--- src/rtl/mtt_pkg.sv ---
`timescale 1ns / 1ps

package mtt_pkg;

  localparam int unsigned ID_W        = 31;
  localparam int unsigned NOW_W       = 48;
  localparam int unsigned MAX_RESULTS = 16;

  localparam logic [ID_W-1:0] ID_MAX = '1;

  typedef enum logic [1:0] {
    OP_TICK         = 2'd0,
    OP_SET_ONESHOT  = 2'd1,
    OP_SET_PERIODIC = 2'd2,
    OP_CLEAR        = 2'd3
  } op_e;

  typedef enum logic [1:0] {
    KIND_ASSIGNED = 2'd0,
    KIND_FIRED    = 2'd1,
    KIND_FULL     = 2'd2
  } kind_e;

  typedef struct packed {
    op_e              operation;
    logic [NOW_W-1:0] now_ms;
    logic [ID_W-1:0]  delay_ms;
    logic [ID_W-1:0]  timer_id;
  } in_item_t;

  typedef struct packed {
    kind_e           result_kind;
    logic [ID_W-1:0] result_id;
    logic            last_of_run;
  } out_item_t;

endpackage

--- src/rtl/multi_timer_table.sv ---
`timescale 1ns / 1ps

// Channel  Handshake              Payload
// in       in_valid_i/in_stall_o  in_item_i  (operation, now_ms, delay_ms, timer_id)
// out      out_valid_o/out_stall_i out_item_o (result_kind, result_id, last_of_run)
//
// Set: result goes straight to the output register.
// Clear: walks the used slots in order, stopping at the first id match.
// Tick: walks every used slot, then flushes the last fired item; one slot per cycle,
//   bound by the single read port of the slot memory; a full output can pause it.
// Reset clears the fill count and sets the id counter to one at once; no clearing pass.
// Output stall holds the input and pauses a tick whenever an item meets a full output register.
module multi_timer_table
  import mtt_pkg::*;
#(
  parameter int unsigned TIMER_SLOTS = 16,
  parameter int unsigned TIME_BITS   = 48
) (
  input  logic      clk_i,
  input  logic      rst_ni,
  input  logic      in_valid_i,
  output logic      in_stall_o,
  input  in_item_t  in_item_i,
  output logic      out_valid_o,
  input  logic      out_stall_i,
  output out_item_t out_item_o
);

  localparam int unsigned IDX_W = (TIMER_SLOTS > 1) ? $clog2(TIMER_SLOTS) : 1;
  localparam int unsigned CNT_W = $clog2(TIMER_SLOTS + 1);
  localparam int unsigned N_W   = $clog2(MAX_RESULTS + 1);

  typedef struct packed {
    logic                 active;
    logic [ID_W-1:0]      ident;
    logic [TIME_BITS-1:0] due;
    logic [ID_W-1:0]      period;
  } entry_t;

  localparam int unsigned ENT_W = $bits(entry_t);

  typedef enum logic [2:0] {
    ST_IDLE  = 3'b001,
    ST_WALK  = 3'b010,
    ST_FLUSH = 3'b100
  } state_e;

  function automatic logic [TIME_BITS-1:0] sat_add(input logic [TIME_BITS-1:0] t,
                                                    input logic [ID_W-1:0] d);
    logic [TIME_BITS:0] s;
    s = {1'b0, t} + (TIME_BITS + 1)'(d);
    return s[TIME_BITS] ? '1 : s[TIME_BITS-1:0];
  endfunction

  state_e               state_q, state_d;
  logic [CNT_W-1:0]     used_q, used_d;
  logic [ID_W-1:0]      next_id_q, next_id_d;
  logic                 is_clear_q, is_clear_d;
  logic [TIME_BITS-1:0] now_q, now_d;
  logic [ID_W-1:0]      tid_q, tid_d;
  logic [CNT_W-1:0]     proc_q, proc_d;
  logic [CNT_W-1:0]     w_q, w_d;
  logic [N_W-1:0]       n_q, n_d;
  logic                 pend_valid_q, pend_valid_d;
  logic [ID_W-1:0]      pend_id_q, pend_id_d;
  logic                 out_valid_q, out_valid_d;
  out_item_t            out_q, out_d;

  logic                 mem_we;
  logic [IDX_W-1:0]     mem_waddr;
  logic [ENT_W-1:0]     mem_wdata;
  logic                 mem_re;
  logic [IDX_W-1:0]     mem_raddr;
  logic [ENT_W-1:0]     mem_rdata;

  entry_t               ent;
  entry_t               wr_ent;
  logic [TIME_BITS-1:0] now_in;
  logic                 out_free;
  logic                 in_acc;
  logic                 fire;
  logic                 keep;
  logic                 more;
  logic                 adv;
  logic [CNT_W-1:0]     proc_inc;
  logic [CNT_W-1:0]     w_inc;

  mtt_mem #(
    .DEPTH  (TIMER_SLOTS),
    .WIDTH  (ENT_W),
    .ADDR_W (IDX_W)
  ) u_mem (
    .clk_i   (clk_i),
    .we_i    (mem_we),
    .waddr_i (mem_waddr),
    .wdata_i (mem_wdata),
    .re_i    (mem_re),
    .raddr_i (mem_raddr),
    .rdata_o (mem_rdata)
  );

  assign ent      = entry_t'(mem_rdata);
  assign now_in   = TIME_BITS'(in_item_i.now_ms);
  assign out_free = !out_valid_q || !out_stall_i;
  assign in_stall_o = (state_q != ST_IDLE) || !out_free;
  assign in_acc   = in_valid_i && !in_stall_o;

  assign fire = !is_clear_q && ent.active && (now_q >= ent.due) &&
                (n_q < N_W'(MAX_RESULTS));
  assign keep = ent.active && !(fire && (ent.period == '0));
  assign adv  = !(fire && pend_valid_q && !out_free);
  assign proc_inc = proc_q + CNT_W'(1);
  assign w_inc    = w_q + CNT_W'(1);
  assign more = (({1'b0, proc_q} + (CNT_W + 1)'(1)) < {1'b0, used_q});

  always_comb begin
    state_d      = state_q;
    used_d       = used_q;
    next_id_d    = next_id_q;
    is_clear_d   = is_clear_q;
    now_d        = now_q;
    tid_d        = tid_q;
    proc_d       = proc_q;
    w_d          = w_q;
    n_d          = n_q;
    pend_valid_d = pend_valid_q;
    pend_id_d    = pend_id_q;
    out_valid_d  = out_valid_q && out_stall_i;
    out_d        = out_q;
    mem_we       = 1'b0;
    mem_waddr    = '0;
    wr_ent       = ent;
    mem_re       = 1'b0;
    mem_raddr    = '0;

    unique case (state_q)
      ST_IDLE: begin
        if (in_acc) begin
          unique case (in_item_i.operation) inside
            OP_SET_ONESHOT, OP_SET_PERIODIC: begin
              out_valid_d = 1'b1;
              if (used_q >= CNT_W'(TIMER_SLOTS)) begin
                out_d = '{result_kind: KIND_FULL, result_id: '0, last_of_run: 1'b1};
              end else begin
                mem_we        = 1'b1;
                mem_waddr     = used_q[IDX_W-1:0];
                wr_ent.active = 1'b1;
                wr_ent.ident  = next_id_q;
                wr_ent.due    = sat_add(now_in, in_item_i.delay_ms);
                wr_ent.period = (in_item_i.operation == OP_SET_PERIODIC) ?
                                in_item_i.delay_ms : '0;
                used_d        = used_q + CNT_W'(1);
                out_d = '{result_kind: KIND_ASSIGNED, result_id: next_id_q,
                          last_of_run: 1'b1};
                next_id_d = (next_id_q == ID_MAX) ? ID_W'(1) : next_id_q + ID_W'(1);
              end
            end
            OP_TICK, OP_CLEAR: begin
              is_clear_d = (in_item_i.operation == OP_CLEAR);
              now_d      = now_in;
              tid_d      = in_item_i.timer_id;
              proc_d     = '0;
              w_d        = '0;
              n_d        = '0;
              if (used_q != '0) begin
                mem_re    = 1'b1;
                mem_raddr = '0;
                state_d   = ST_WALK;
              end
            end
            default: ;
          endcase
        end
      end

      ST_WALK: begin
        if (adv) begin
          if (is_clear_q) begin
            if (ent.ident == tid_q) begin
              mem_we        = 1'b1;
              mem_waddr     = proc_q[IDX_W-1:0];
              wr_ent.active = 1'b0;
              state_d       = ST_IDLE;
            end else if (more) begin
              mem_re    = 1'b1;
              mem_raddr = proc_inc[IDX_W-1:0];
              proc_d    = proc_inc;
            end else begin
              state_d = ST_IDLE;
            end
          end else begin
            if (fire) begin
              n_d = n_q + N_W'(1);
              if (pend_valid_q) begin
                out_valid_d = 1'b1;
                out_d = '{result_kind: KIND_FIRED, result_id: pend_id_q,
                          last_of_run: 1'b0};
              end
              pend_valid_d = 1'b1;
              pend_id_d    = ent.ident;
            end
            if (keep) begin
              mem_we        = 1'b1;
              mem_waddr     = w_q[IDX_W-1:0];
              wr_ent.active = 1'b1;
              if (fire) begin
                wr_ent.due = sat_add(now_q, ent.period);
              end
              w_d = w_inc;
            end
            if (more) begin
              mem_re    = 1'b1;
              mem_raddr = proc_inc[IDX_W-1:0];
              proc_d    = proc_inc;
            end else begin
              used_d  = keep ? w_inc : w_q;
              state_d = (pend_valid_q || fire) ? ST_FLUSH : ST_IDLE;
            end
          end
        end
      end

      ST_FLUSH: begin
        if (out_free) begin
          out_valid_d  = 1'b1;
          out_d = '{result_kind: KIND_FIRED, result_id: pend_id_q, last_of_run: 1'b1};
          pend_valid_d = 1'b0;
          state_d      = ST_IDLE;
        end
      end

      default: state_d = ST_IDLE;
    endcase

    mem_wdata = wr_ent;
  end

  always_ff @(posedge clk_i or negedge rst_ni) begin
    if (!rst_ni) begin
      state_q      <= ST_IDLE;
      used_q       <= '0;
      next_id_q    <= ID_W'(1);
      is_clear_q   <= 1'b0;
      proc_q       <= '0;
      w_q          <= '0;
      n_q          <= '0;
      pend_valid_q <= 1'b0;
      out_valid_q  <= 1'b0;
    end else begin
      state_q      <= state_d;
      used_q       <= used_d;
      next_id_q    <= next_id_d;
      is_clear_q   <= is_clear_d;
      proc_q       <= proc_d;
      w_q          <= w_d;
      n_q          <= n_d;
      pend_valid_q <= pend_valid_d;
      out_valid_q  <= out_valid_d;
    end
  end

  always_ff @(posedge clk_i) begin
    now_q     <= now_d;
    tid_q     <= tid_d;
    pend_id_q <= pend_id_d;
    out_q     <= out_d;
  end

  assign out_valid_o = out_valid_q;
  assign out_item_o  = out_q;

  assert property (@(posedge clk_i) disable iff (!rst_ni)
    used_q <= CNT_W'(TIMER_SLOTS))
    else $error("slot count beyond table size");

  assert property (@(posedge clk_i) disable iff (!rst_ni)
    (state_q == ST_WALK) |-> (w_q <= proc_q))
    else $error("compaction write overtook the read walk");

  assert property (@(posedge clk_i) disable iff (!rst_ni)
    (state_q == ST_FLUSH) |-> pend_valid_q)
    else $error("flush without a pending fired item");

  assert property (@(posedge clk_i) disable iff (!rst_ni)
    next_id_q != '0)
    else $error("id counter reached zero");

endmodule

--- src/rtl/mtt_mem.sv ---
`timescale 1ns / 1ps

module mtt_mem #(
  parameter int unsigned DEPTH  = 16,
  parameter int unsigned WIDTH  = 111,
  parameter int unsigned ADDR_W = 4
) (
  input  logic              clk_i,
  input  logic              we_i,
  input  logic [ADDR_W-1:0] waddr_i,
  input  logic [WIDTH-1:0]  wdata_i,
  input  logic              re_i,
  input  logic [ADDR_W-1:0] raddr_i,
  output logic [WIDTH-1:0]  rdata_o
);

  logic [WIDTH-1:0] mem_q [DEPTH];
  logic [WIDTH-1:0] rdata_q;

  always_ff @(posedge clk_i) begin
    if (we_i) begin
      mem_q[waddr_i] <= wdata_i;
    end
    if (re_i) begin
      rdata_q <= mem_q[raddr_i];
    end
  end

  assign rdata_o = rdata_q;

endmodule
--- config.mk ---
export PLATFORM = sky130hd
export DESIGN_NAME = multi_timer_table
export DESIGN_NICKNAME = d
export VERILOG_FILES = /design/src/rtl/mtt_pkg.sv /design/src/rtl/multi_timer_table.sv /design/src/rtl/mtt_mem.sv
export SDC_FILE = /design/constraint.sdc
export NUM_CORES = 2
export LEC_CHECK = 0
export BUFFER_PORTS_ARGS = -buffer_cell sky130_fd_sc_hd__buf_4
export CAP_MARGIN = 20
export CORE_ASPECT_RATIO = 0.7
export CORE_UTILIZATION = 49
export DETAILED_ROUTE_END_ITERATION = 10
export PLACE_DENSITY_LB_ADDON = 0.25
export SETUP_SLACK_MARGIN = 0.5
export SLEW_MARGIN = 10
export SYNTH_ARGS = -nofsm -noshare
export SYNTH_HDL_FRONTEND = slang
export SYNTH_HIERARCHICAL = 1
export SYNTH_SLANG_ARGS = --single-unit
--- constraint.sdc ---
create_clock -name clk_i -period 14.8 [get_ports clk_i]
set_input_delay 0.74 -clock clk_i [delete_from_list [all_inputs] [get_ports clk_i]]
set_output_delay 0.74 -clock clk_i [all_outputs]
set_load 0.01 [all_outputs]
Yosys cells after proc, flatten, opt, wreduce, memory -nomap -nowiden
Memory sizes are Yosys's and may differ from the RTL's. A register that Yosys moved wholly into a read port is not among the register bits.
Cells that the tools add are included.
{"block": "totals", "wordCells": 195, "mem_count": 1, "register_bits": 201, "input_bits": 116, "ram_bits": 1776, "output_inout_bits": 36}
{"block": "op_classes", "reduce_logical": 36, "n_lt_le_gt_ge": 4, "eq_ne": 23, "n_mux": 105, "bitwise_logic": 3, "addsub": 8}
{"memory": "u_mem.mem_q", "depth": 16, "width": 111, "read_ports": 1, "rd_ports_with_merged_regs": 1, "wr": 1, "line_no": "mtt_mem.sv:17", "text": "logic [WIDTH-1:0] mem_q [DEPTH];"}
{"operator": "111-bit two-way mux", "count": 3}
{"operator": "48-bit two-way mux", "count": 6}
{"operator": "34-bit two-way mux", "count": 8}
{"operator": "31-bit two-way mux", "count": 4}
{"operator": "34-bit case mux with 3 select lines", "count": 1}
{"operator": "48-bit by 31-bit adder with 49-bit output", "count": 2}
{"operator": "48-bit case mux with 2 select lines", "count": 1}
{"operator": "5-bit two-way mux", "count": 18}
{"operator": "48-bit >= comparator", "count": 1}
{"operator": "4-bit two-way mux", "count": 12}
{"operator": "5-bit case mux with 2 select lines", "count": 4}
{"operator": "31-bit by 1-bit adder with 31-bit output, second input constant", "count": 1}
{"operator": "31-bit equality test", "count": 1}
{"operator": "31-bit equality test, second input constant", "count": 1}
{"operator": "31-bit logical NOT", "count": 1}
{"operator": "1-bit two-way mux", "count": 31}
{"operator": "3-bit two-way mux", "count": 10}
{"operator": "5-bit by 1-bit adder with 5-bit output, second input constant", "count": 4}
{"operator": "2-bit inequality test, second input constant", "count": 9}
{"operator": "5-bit AND reduction", "count": 3}
{"operator": "7-bit AND reduction", "count": 2}
{"operator": "1-bit logical AND", "count": 9}
{"operator": "3-bit inequality test, second input constant", "count": 3}
{"operator": "3-bit case mux with 3 select lines", "count": 1}
{"operator": "26 further kinds", "count": 43}

Longest topological paths before layout
{"block": "logic_depth", "ltp_word": 13, "depth_mapped": 17}

Modules after synthesis
The synthesis kept the hierarchy.
{"mod": "mtt_mem", "area_each_um2": 69624.3, "instances": 1, "seq_area_each_um2": 56664.3, "cells_per_inst": 2838}
{"mod": "multi_timer_table", "area_each_um2": 16074.2, "instances": 1, "seq_area_each_um2": 5753.0, "cells_per_inst": 1905}

Worst setup path before layout
OpenSTA, ideal clock, no wires.
{"block": "synth_timing", "path_type": "flip-flop to flip-flop", "start": "register now_q[45]", "end": "memory u_mem.mem_q[0][0], enable pin", "arrival_ns": 10.678, "slack_ns": 3.406, "path_stages_with_launch": 13, "period_less_slack_ns": 11.394, "required_ns": 14.083, "cell_sequence": "edfxtp_1 > ha_1 > nand4_1 > nor3_2 > inv_2 > o311ai_1 > a31oi_2 > a21o_1 > o21ai_1 > nor3_1 > a221o_1 > or3b_2 > nor3_1"}
{"block": "synth_between", "word_cells_on_any_way": 18, "cone_classes": "1 x order compare; 10 x mux; 7 x reduce/logical"}
{"item": "from (decl)", "line_no": "multi_timer_table.sv:59", "text": "logic [TIME_BITS-1:0] now_q, now_d;"}
{"item": "from (signal assigned)", "line_no": "multi_timer_table.sv:263", "text": "now_q <= now_d;"}
{"item": "48-bit >= comparator (*)", "line_no": "multi_timer_table.sv:108", "text": "assign fire = !is_clear_q && ent.active && (now_q >= ent.due) &&"}
{"item": "1-bit logical AND (*) (2 in series)", "line_no": "multi_timer_table.sv:108"}
{"item": "1-bit logical AND", "line_no": "multi_timer_table.sv:110", "text": "assign keep = ent.active && !(fire && (ent.period == '0));"}
{"item": "1-bit logical NOT", "line_no": "multi_timer_table.sv:110"}
{"item": "1-bit logical AND", "line_no": "multi_timer_table.sv:110"}
{"item": "4-bit two-way mux", "line_no": "multi_timer_table.sv:202", "text": "if (keep) begin"}
{"item": "4-bit two-way mux", "line_no": "multi_timer_table.sv:178", "text": "if (is_clear_q) begin"}
{"item": "4-bit two-way mux (*)", "line_no": "multi_timer_table.sv:177", "text": "if (adv) begin"}
{"item": "4-bit case mux with 2 select lines (*)", "line_no": "multi_timer_table.sv:136", "text": "unique case (state_q)"}
{"item": "named net mem_waddr[2]", "line_no": "multi_timer_table.sv:70", "text": "logic [IDX_W-1:0] mem_waddr;"}
{"item": "to (decl)", "line_no": "mtt_mem.sv:17"}
The timed path passes the listed nets; every way through them passes the cells marked *.

Worst setup path after layout
{"block": "layout_timing", "start": "register u_mem.rdata_q[69] (netlist: u_mem/rdata_o[69]), read port of u_mem.mem_q", "end": "memory u_mem.mem_q[7][42], enable pin"}
{"block": "layout_between", "word_cells_on_any_way": 18, "cone_classes": "1 x order compare; 10 x mux; 7 x reduce/logical"}
{"item": "from (decl)", "line_no": "mtt_mem.sv:18", "text": "logic [WIDTH-1:0] rdata_q;"}
{"item": "48-bit >= comparator (*)", "line_no": "multi_timer_table.sv:108"}
{"item": "1-bit logical AND (*) (2 in series)", "line_no": "multi_timer_table.sv:108"}
{"item": "1-bit logical AND", "line_no": "multi_timer_table.sv:110"}
{"item": "1-bit logical NOT", "line_no": "multi_timer_table.sv:110"}
{"item": "1-bit logical AND", "line_no": "multi_timer_table.sv:110"}
{"item": "4-bit two-way mux", "line_no": "multi_timer_table.sv:202"}
{"item": "4-bit two-way mux", "line_no": "multi_timer_table.sv:178"}
{"item": "4-bit two-way mux (*)", "line_no": "multi_timer_table.sv:177"}
{"item": "4-bit case mux with 2 select lines (*)", "line_no": "multi_timer_table.sv:136"}
{"item": "named net mem_waddr[3]", "line_no": "multi_timer_table.sv:70"}
Marked as above.

==> out/results.tsv <==
stage	metric	value	unit
clock_network	TritonCTS buffer count	192	
routing	via count	47500	
timing	Max Transition Viols Final	0	
synthesis	number of nets in the synthesized netlist	4984	
place	Cells after DPL	7155	
global_routing	Global Route met1 Usage	0.395	
final_layout	utilization after layout	0.555	
clock_network	TritonCTS clock tree	done	
synthesis	average cell area after synthesis	18.1	µm²
critical_path	arrival time reported for the critical path endpoint	7.72	ns
critical_path	Worst Path Max Fanout	33	
global_routing	number of antenna violations at the first check in global routing	17	
die	die extent in y	352	µm
synthesis	sequential area share after synthesis	0.728	
final_layout	Cell Count, Final, Fillers Out	7528	
critical_path	category of the most critical setup path	flop to flop	
global_routing	number of global-route vias before repair	46200	
synthesis	share of synthesized registers carrying an async set or reset	0.0273	
critical_path	CP startpoint kind	flop	
synthesis	leading register cell type out of synthesis	sky130_fd_sc_hd__edfxtp_1	
clock_network	number of buffers on the longest clock path	3	
routing	# DRC	0	
die	row count	128	
power	worst vdd ir	0.131	mV
place	routability cong.	0.964	
die	total I/O pin count	152	
place	number of I/O port buffers	151	
critical_path	data required time of the worst path	15.26	ns
routing	number of detailed-routing iterations run before antenna repair	5	
synthesis	cell types occupying the most area after synthesis	sky130_fd_sc_hd__edfxtp_1 71%, sky130_fd_sc_hd__mux4_2 12%, sky130_fd_sc_hd__nand2_1 2.0%	
routing	vias per cell	6.30	
synthesis	Mapped Cells	4743	
outcome	status	complete, no violations	
clock_network	clock insertion delay at the later pin of the skew report	0.84	ns
timing	RSZ-0062 raised after global routing	false	
timing	Final Worst Setup Slack	7.53	ns
routing	routed wirelength normalized by instance count	30.6	µm
clock_network	master cell of the clock root buffer	sky130_fd_sc_hd__clkbuf_16	
power	static leakage power	31.1	nW
clock_network	Clock H-tree levels	4	
synthesis	cell taking the most area after synthesis	sky130_fd_sc_hd__edfxtp_1	
power	power density normalized to cell area	166	nW/µm²
synthesis	Cell Area, Synth	85700	µm²
timing	relative slew slack	0.198	
die	core area	174000	µm²
global_routing	grt peak-use layer	met2	
synthesis	count of yosys warnings during synthesis	6	
routing	drt first-iter violations	6797	
global_routing	wire length of the first global-routing pass	331000	µm
worst_hold_path	type of the worst min-delay path	input port to flop	
place	worst setup slack before clock tree synthesis	7.73	ns
die	effective utilization at floorplan	0.493	
critical_path	crit path capture type	flop	
synthesis	Post-synth EDFFs	2031	
timing	Hold Fails Final Rpt	0	
run	max cap viols	0	
timing	number of failing setup endpoints in the final timing report	0	
final_layout	ratio of cells with drive above 1 in the final layout	0.211	
die	Die X-Extent	502	µm
global_routing	maximum number of pins on one net before global-route repair	127	
global_routing	GR met3 Demand/Resource	0.0497	
synthesis	number of distinct standard cells referenced by the synthesized netlist	85	
final_layout	Layout Area Growth over Synthesis	12.6	%
timing	final total negative setup slack	0	ns
clock_network	Post-CTS Setup Bufs	0	
timing	clock period minus worst slack	7.27	ns
global_routing	GRT overflow	0	
timing	top achievable clock speed	138	MHz
place	detailed placement HPWL	132000	µm
synthesis	synthesis-stage register bit count	2088	
die	area of the die	177000	µm²
timing	clock tree skew after final layout	0.0442	ns
clock_network	clock slew at the register clock pins of the worst setup and hold paths	0.06	ns
global_routing	routing usage on met2	0.395	
clock_network	clock sink count	2088	
global_routing	Total GRT Usage	0.263	
routing	aggregate routed wire length	230000	µm
timing	worst slew pin tran	1.20	ns
routing	Routed Antenna Nets	0	
timing	Hold Worst Slack	0.0819	ns
final_layout	Final Net Count	5264	
synthesis	share of the synthesized area in the top cell type	0.712	
timing	period utilization	0.491	
[through the flow]
step	power, mW	area, µm²
after floorplan	9.90	85700
after global placement	11.1	90100
after detailed placement	11.1	90100
after CTS	16.0	96400
after global routing	16.6	96500
final	16.0	96500
[placed cells by master (no fill, tap or decap), types with 18 or more instances in the layout]
cell type and n:
sky130_fd_sc_hd__clkinv_2 37, sky130_fd_sc_hd__bufinv_16 18, sky130_fd_sc_hd__nand2_1 459, sky130_fd_sc_hd__o21ai_1 33, sky130_fd_sc_hd__a21o_1 40, sky130_fd_sc_hd__inv_1 83
sky130_fd_sc_hd__ha_1 123, sky130_fd_sc_hd__a21oi_1 116, sky130_fd_sc_hd__nor2_1 108, sky130_fd_sc_hd__nand3_1 61, sky130_fd_sc_hd__o21ai_0 157, sky130_fd_sc_hd__clkbuf_1 34
sky130_fd_sc_hd__dfrtp_1 55, sky130_fd_sc_hd__buf_4 298, sky130_fd_sc_hd__edfxtp_1 2031, sky130_fd_sc_hd__clkinv_1 47, sky130_fd_sc_hd__clkbuf_16 194, sky130_fd_sc_hd__nand4_1 53
sky130_fd_sc_hd__o211ai_1 32, sky130_fd_sc_hd__mux4_2 444, sky130_fd_sc_hd__nor3_1 36, sky130_fd_sc_hd__xor2_1 56, sky130_fd_sc_hd__a22oi_1 225, sky130_fd_sc_hd__xnor2_1 77
[report_power, final]
group	internal (mW)	total, mW	switching (mW)
sequential	7.54	7.78	0.234
combinational	1.14	3.29	2.15
clock	2.74	4.95	2.20
total	11.4	16.0	4.59
[flip-flops by register name (all words and copies together) (netlist names), 3 cells and up]
name	cells
n_q	5
state_q	3
u_mem/rdata_o	111
next_id_q	31
u_mem/mem_q	1776
proc_q	5
pend_id_q	31
tid_q	31
used_q	5
out_item_o	34
now_q	48
w_q	5
[cell families (layout without fill, tap and decap cells)]
logic type,Yosys count,count (layout),share of synthesized area
xor+xnor,133,133,0.0136
other cells,0,6,0
mux,458,458,0.118
buf+inv,310,749,0.0160
compound gates,775,775,0.0607
simple gates,854,854,0.0446
fa+ha+maj,125,125,0.0184
flops,2088,2088,0.728
[final cells by class]
class | instances | area, µm²
Fill cell | 13200 | 77300
Sequential cell | 2088 | 62400
Multi-Input combinational cell | 2345 | 22100
Clock buffer | 230 | 5010
Tap cell | 2340 | 2930
Timing Repair Buffer | 310 | 2440
Clock inverter | 123 | 1210
Inverter | 86 | 325
Antenna cell | 6 | 15.0
[critical path: stages, from the launching register on]
cell                        delay [ns]
sky130_fd_sc_hd__edfxtp_1         0.52
sky130_fd_sc_hd__inv_1            0.08
sky130_fd_sc_hd__ha_1             0.30
sky130_fd_sc_hd__nand4_1          0.14
sky130_fd_sc_hd__nor4_1           0.96
sky130_fd_sc_hd__o2111ai_1        0.70
sky130_fd_sc_hd__a21o_1           0.49
sky130_fd_sc_hd__o21ai_1          0.39
sky130_fd_sc_hd__nor3_1           0.14
sky130_fd_sc_hd__a221o_1          0.42
sky130_fd_sc_hd__nand3b_1         0.39
sky130_fd_sc_hd__nor2_4           0.97
sky130_fd_sc_hd__buf_4            0.67
sky130_fd_sc_hd__buf_4            0.67
[final timing paths]
check | from | to | slack, ns | cells past startpoint
max | u_mem/rdata_o[69]$_DFFE_PP_ | u_mem/mem_q[7][42]$_DFFE_PP_ | 7.53 | 13
min | in_item_i[5] | tid_q[5]$_DFFE_PP_ | 0.08 | 1
max reg2reg | u_mem/rdata_o[69]$_DFFE_PP_ | u_mem/mem_q[7][42]$_DFFE_PP_ | 7.53 | 13
min reg2reg | u_mem/rdata_o[100]$_DFFE_PP_ | pend_id_q[21]$_DFFE_PP_ | 0.50 | 0
max in group asynchronous | rst_ni | w_q[1]$_DFFE_PN0P_ | 13.63 | 2
min in group asynchronous | rst_ni | next_id_q[4]$_DFFE_PN0P_ | 0.57 | 2
[synthesized netlist by cell type (6+ instances only)]
library cell	count
sky130_fd_sc_hd__a211oi_1	16
sky130_fd_sc_hd__a21o_1	40
sky130_fd_sc_hd__a21oi_1	118
sky130_fd_sc_hd__a22oi_1	225
sky130_fd_sc_hd__a31oi_1	15
sky130_fd_sc_hd__and2_1	8
sky130_fd_sc_hd__and3_1	15
sky130_fd_sc_hd__and4_1	6
sky130_fd_sc_hd__buf_1	16
sky130_fd_sc_hd__buf_2	54
sky130_fd_sc_hd__buf_6	19
sky130_fd_sc_hd__clkbuf_1	135
sky130_fd_sc_hd__dfrtp_1	55
sky130_fd_sc_hd__edfxtp_1	2031
sky130_fd_sc_hd__ha_1	123
sky130_fd_sc_hd__inv_1	83
sky130_fd_sc_hd__mux2i_1	10
sky130_fd_sc_hd__mux4_2	444
sky130_fd_sc_hd__nand2_1	460
sky130_fd_sc_hd__nand2b_1	14
sky130_fd_sc_hd__nand3_1	62
sky130_fd_sc_hd__nand4_1	53
sky130_fd_sc_hd__nor2_1	126
sky130_fd_sc_hd__nor2b_1	14
sky130_fd_sc_hd__nor3_1	40
sky130_fd_sc_hd__nor4_1	18
sky130_fd_sc_hd__o2111ai_1	10
sky130_fd_sc_hd__o211ai_1	32
sky130_fd_sc_hd__o21a_1	12
sky130_fd_sc_hd__o21ai_0	162
sky130_fd_sc_hd__o21ai_1	28
sky130_fd_sc_hd__o21bai_1	8
sky130_fd_sc_hd__o221ai_1	11
sky130_fd_sc_hd__o311ai_1	12
sky130_fd_sc_hd__o31a_1	7
sky130_fd_sc_hd__o31ai_1	13
sky130_fd_sc_hd__or2_2	6
sky130_fd_sc_hd__or3_1	7
sky130_fd_sc_hd__or4_1	6
sky130_fd_sc_hd__xnor2_1	77
sky130_fd_sc_hd__xor2_1	56
[routing by layer]
layer / wire, µm / vias to the layer above
met1: 98200 / 24800
met5: 32 / -
met4: 5160 / 4
li1: - / 19900
met3: 22200 / 312
met2: 105000 / 2460
[what timing repair did]
action	4_1_cts	5_1_grt
endpoints found under the hold margin	2	0
resized for setup	0	0
setup endpoints to repair	0	0
hold buffers	1	0
Power figures use the tool's default switching activity.
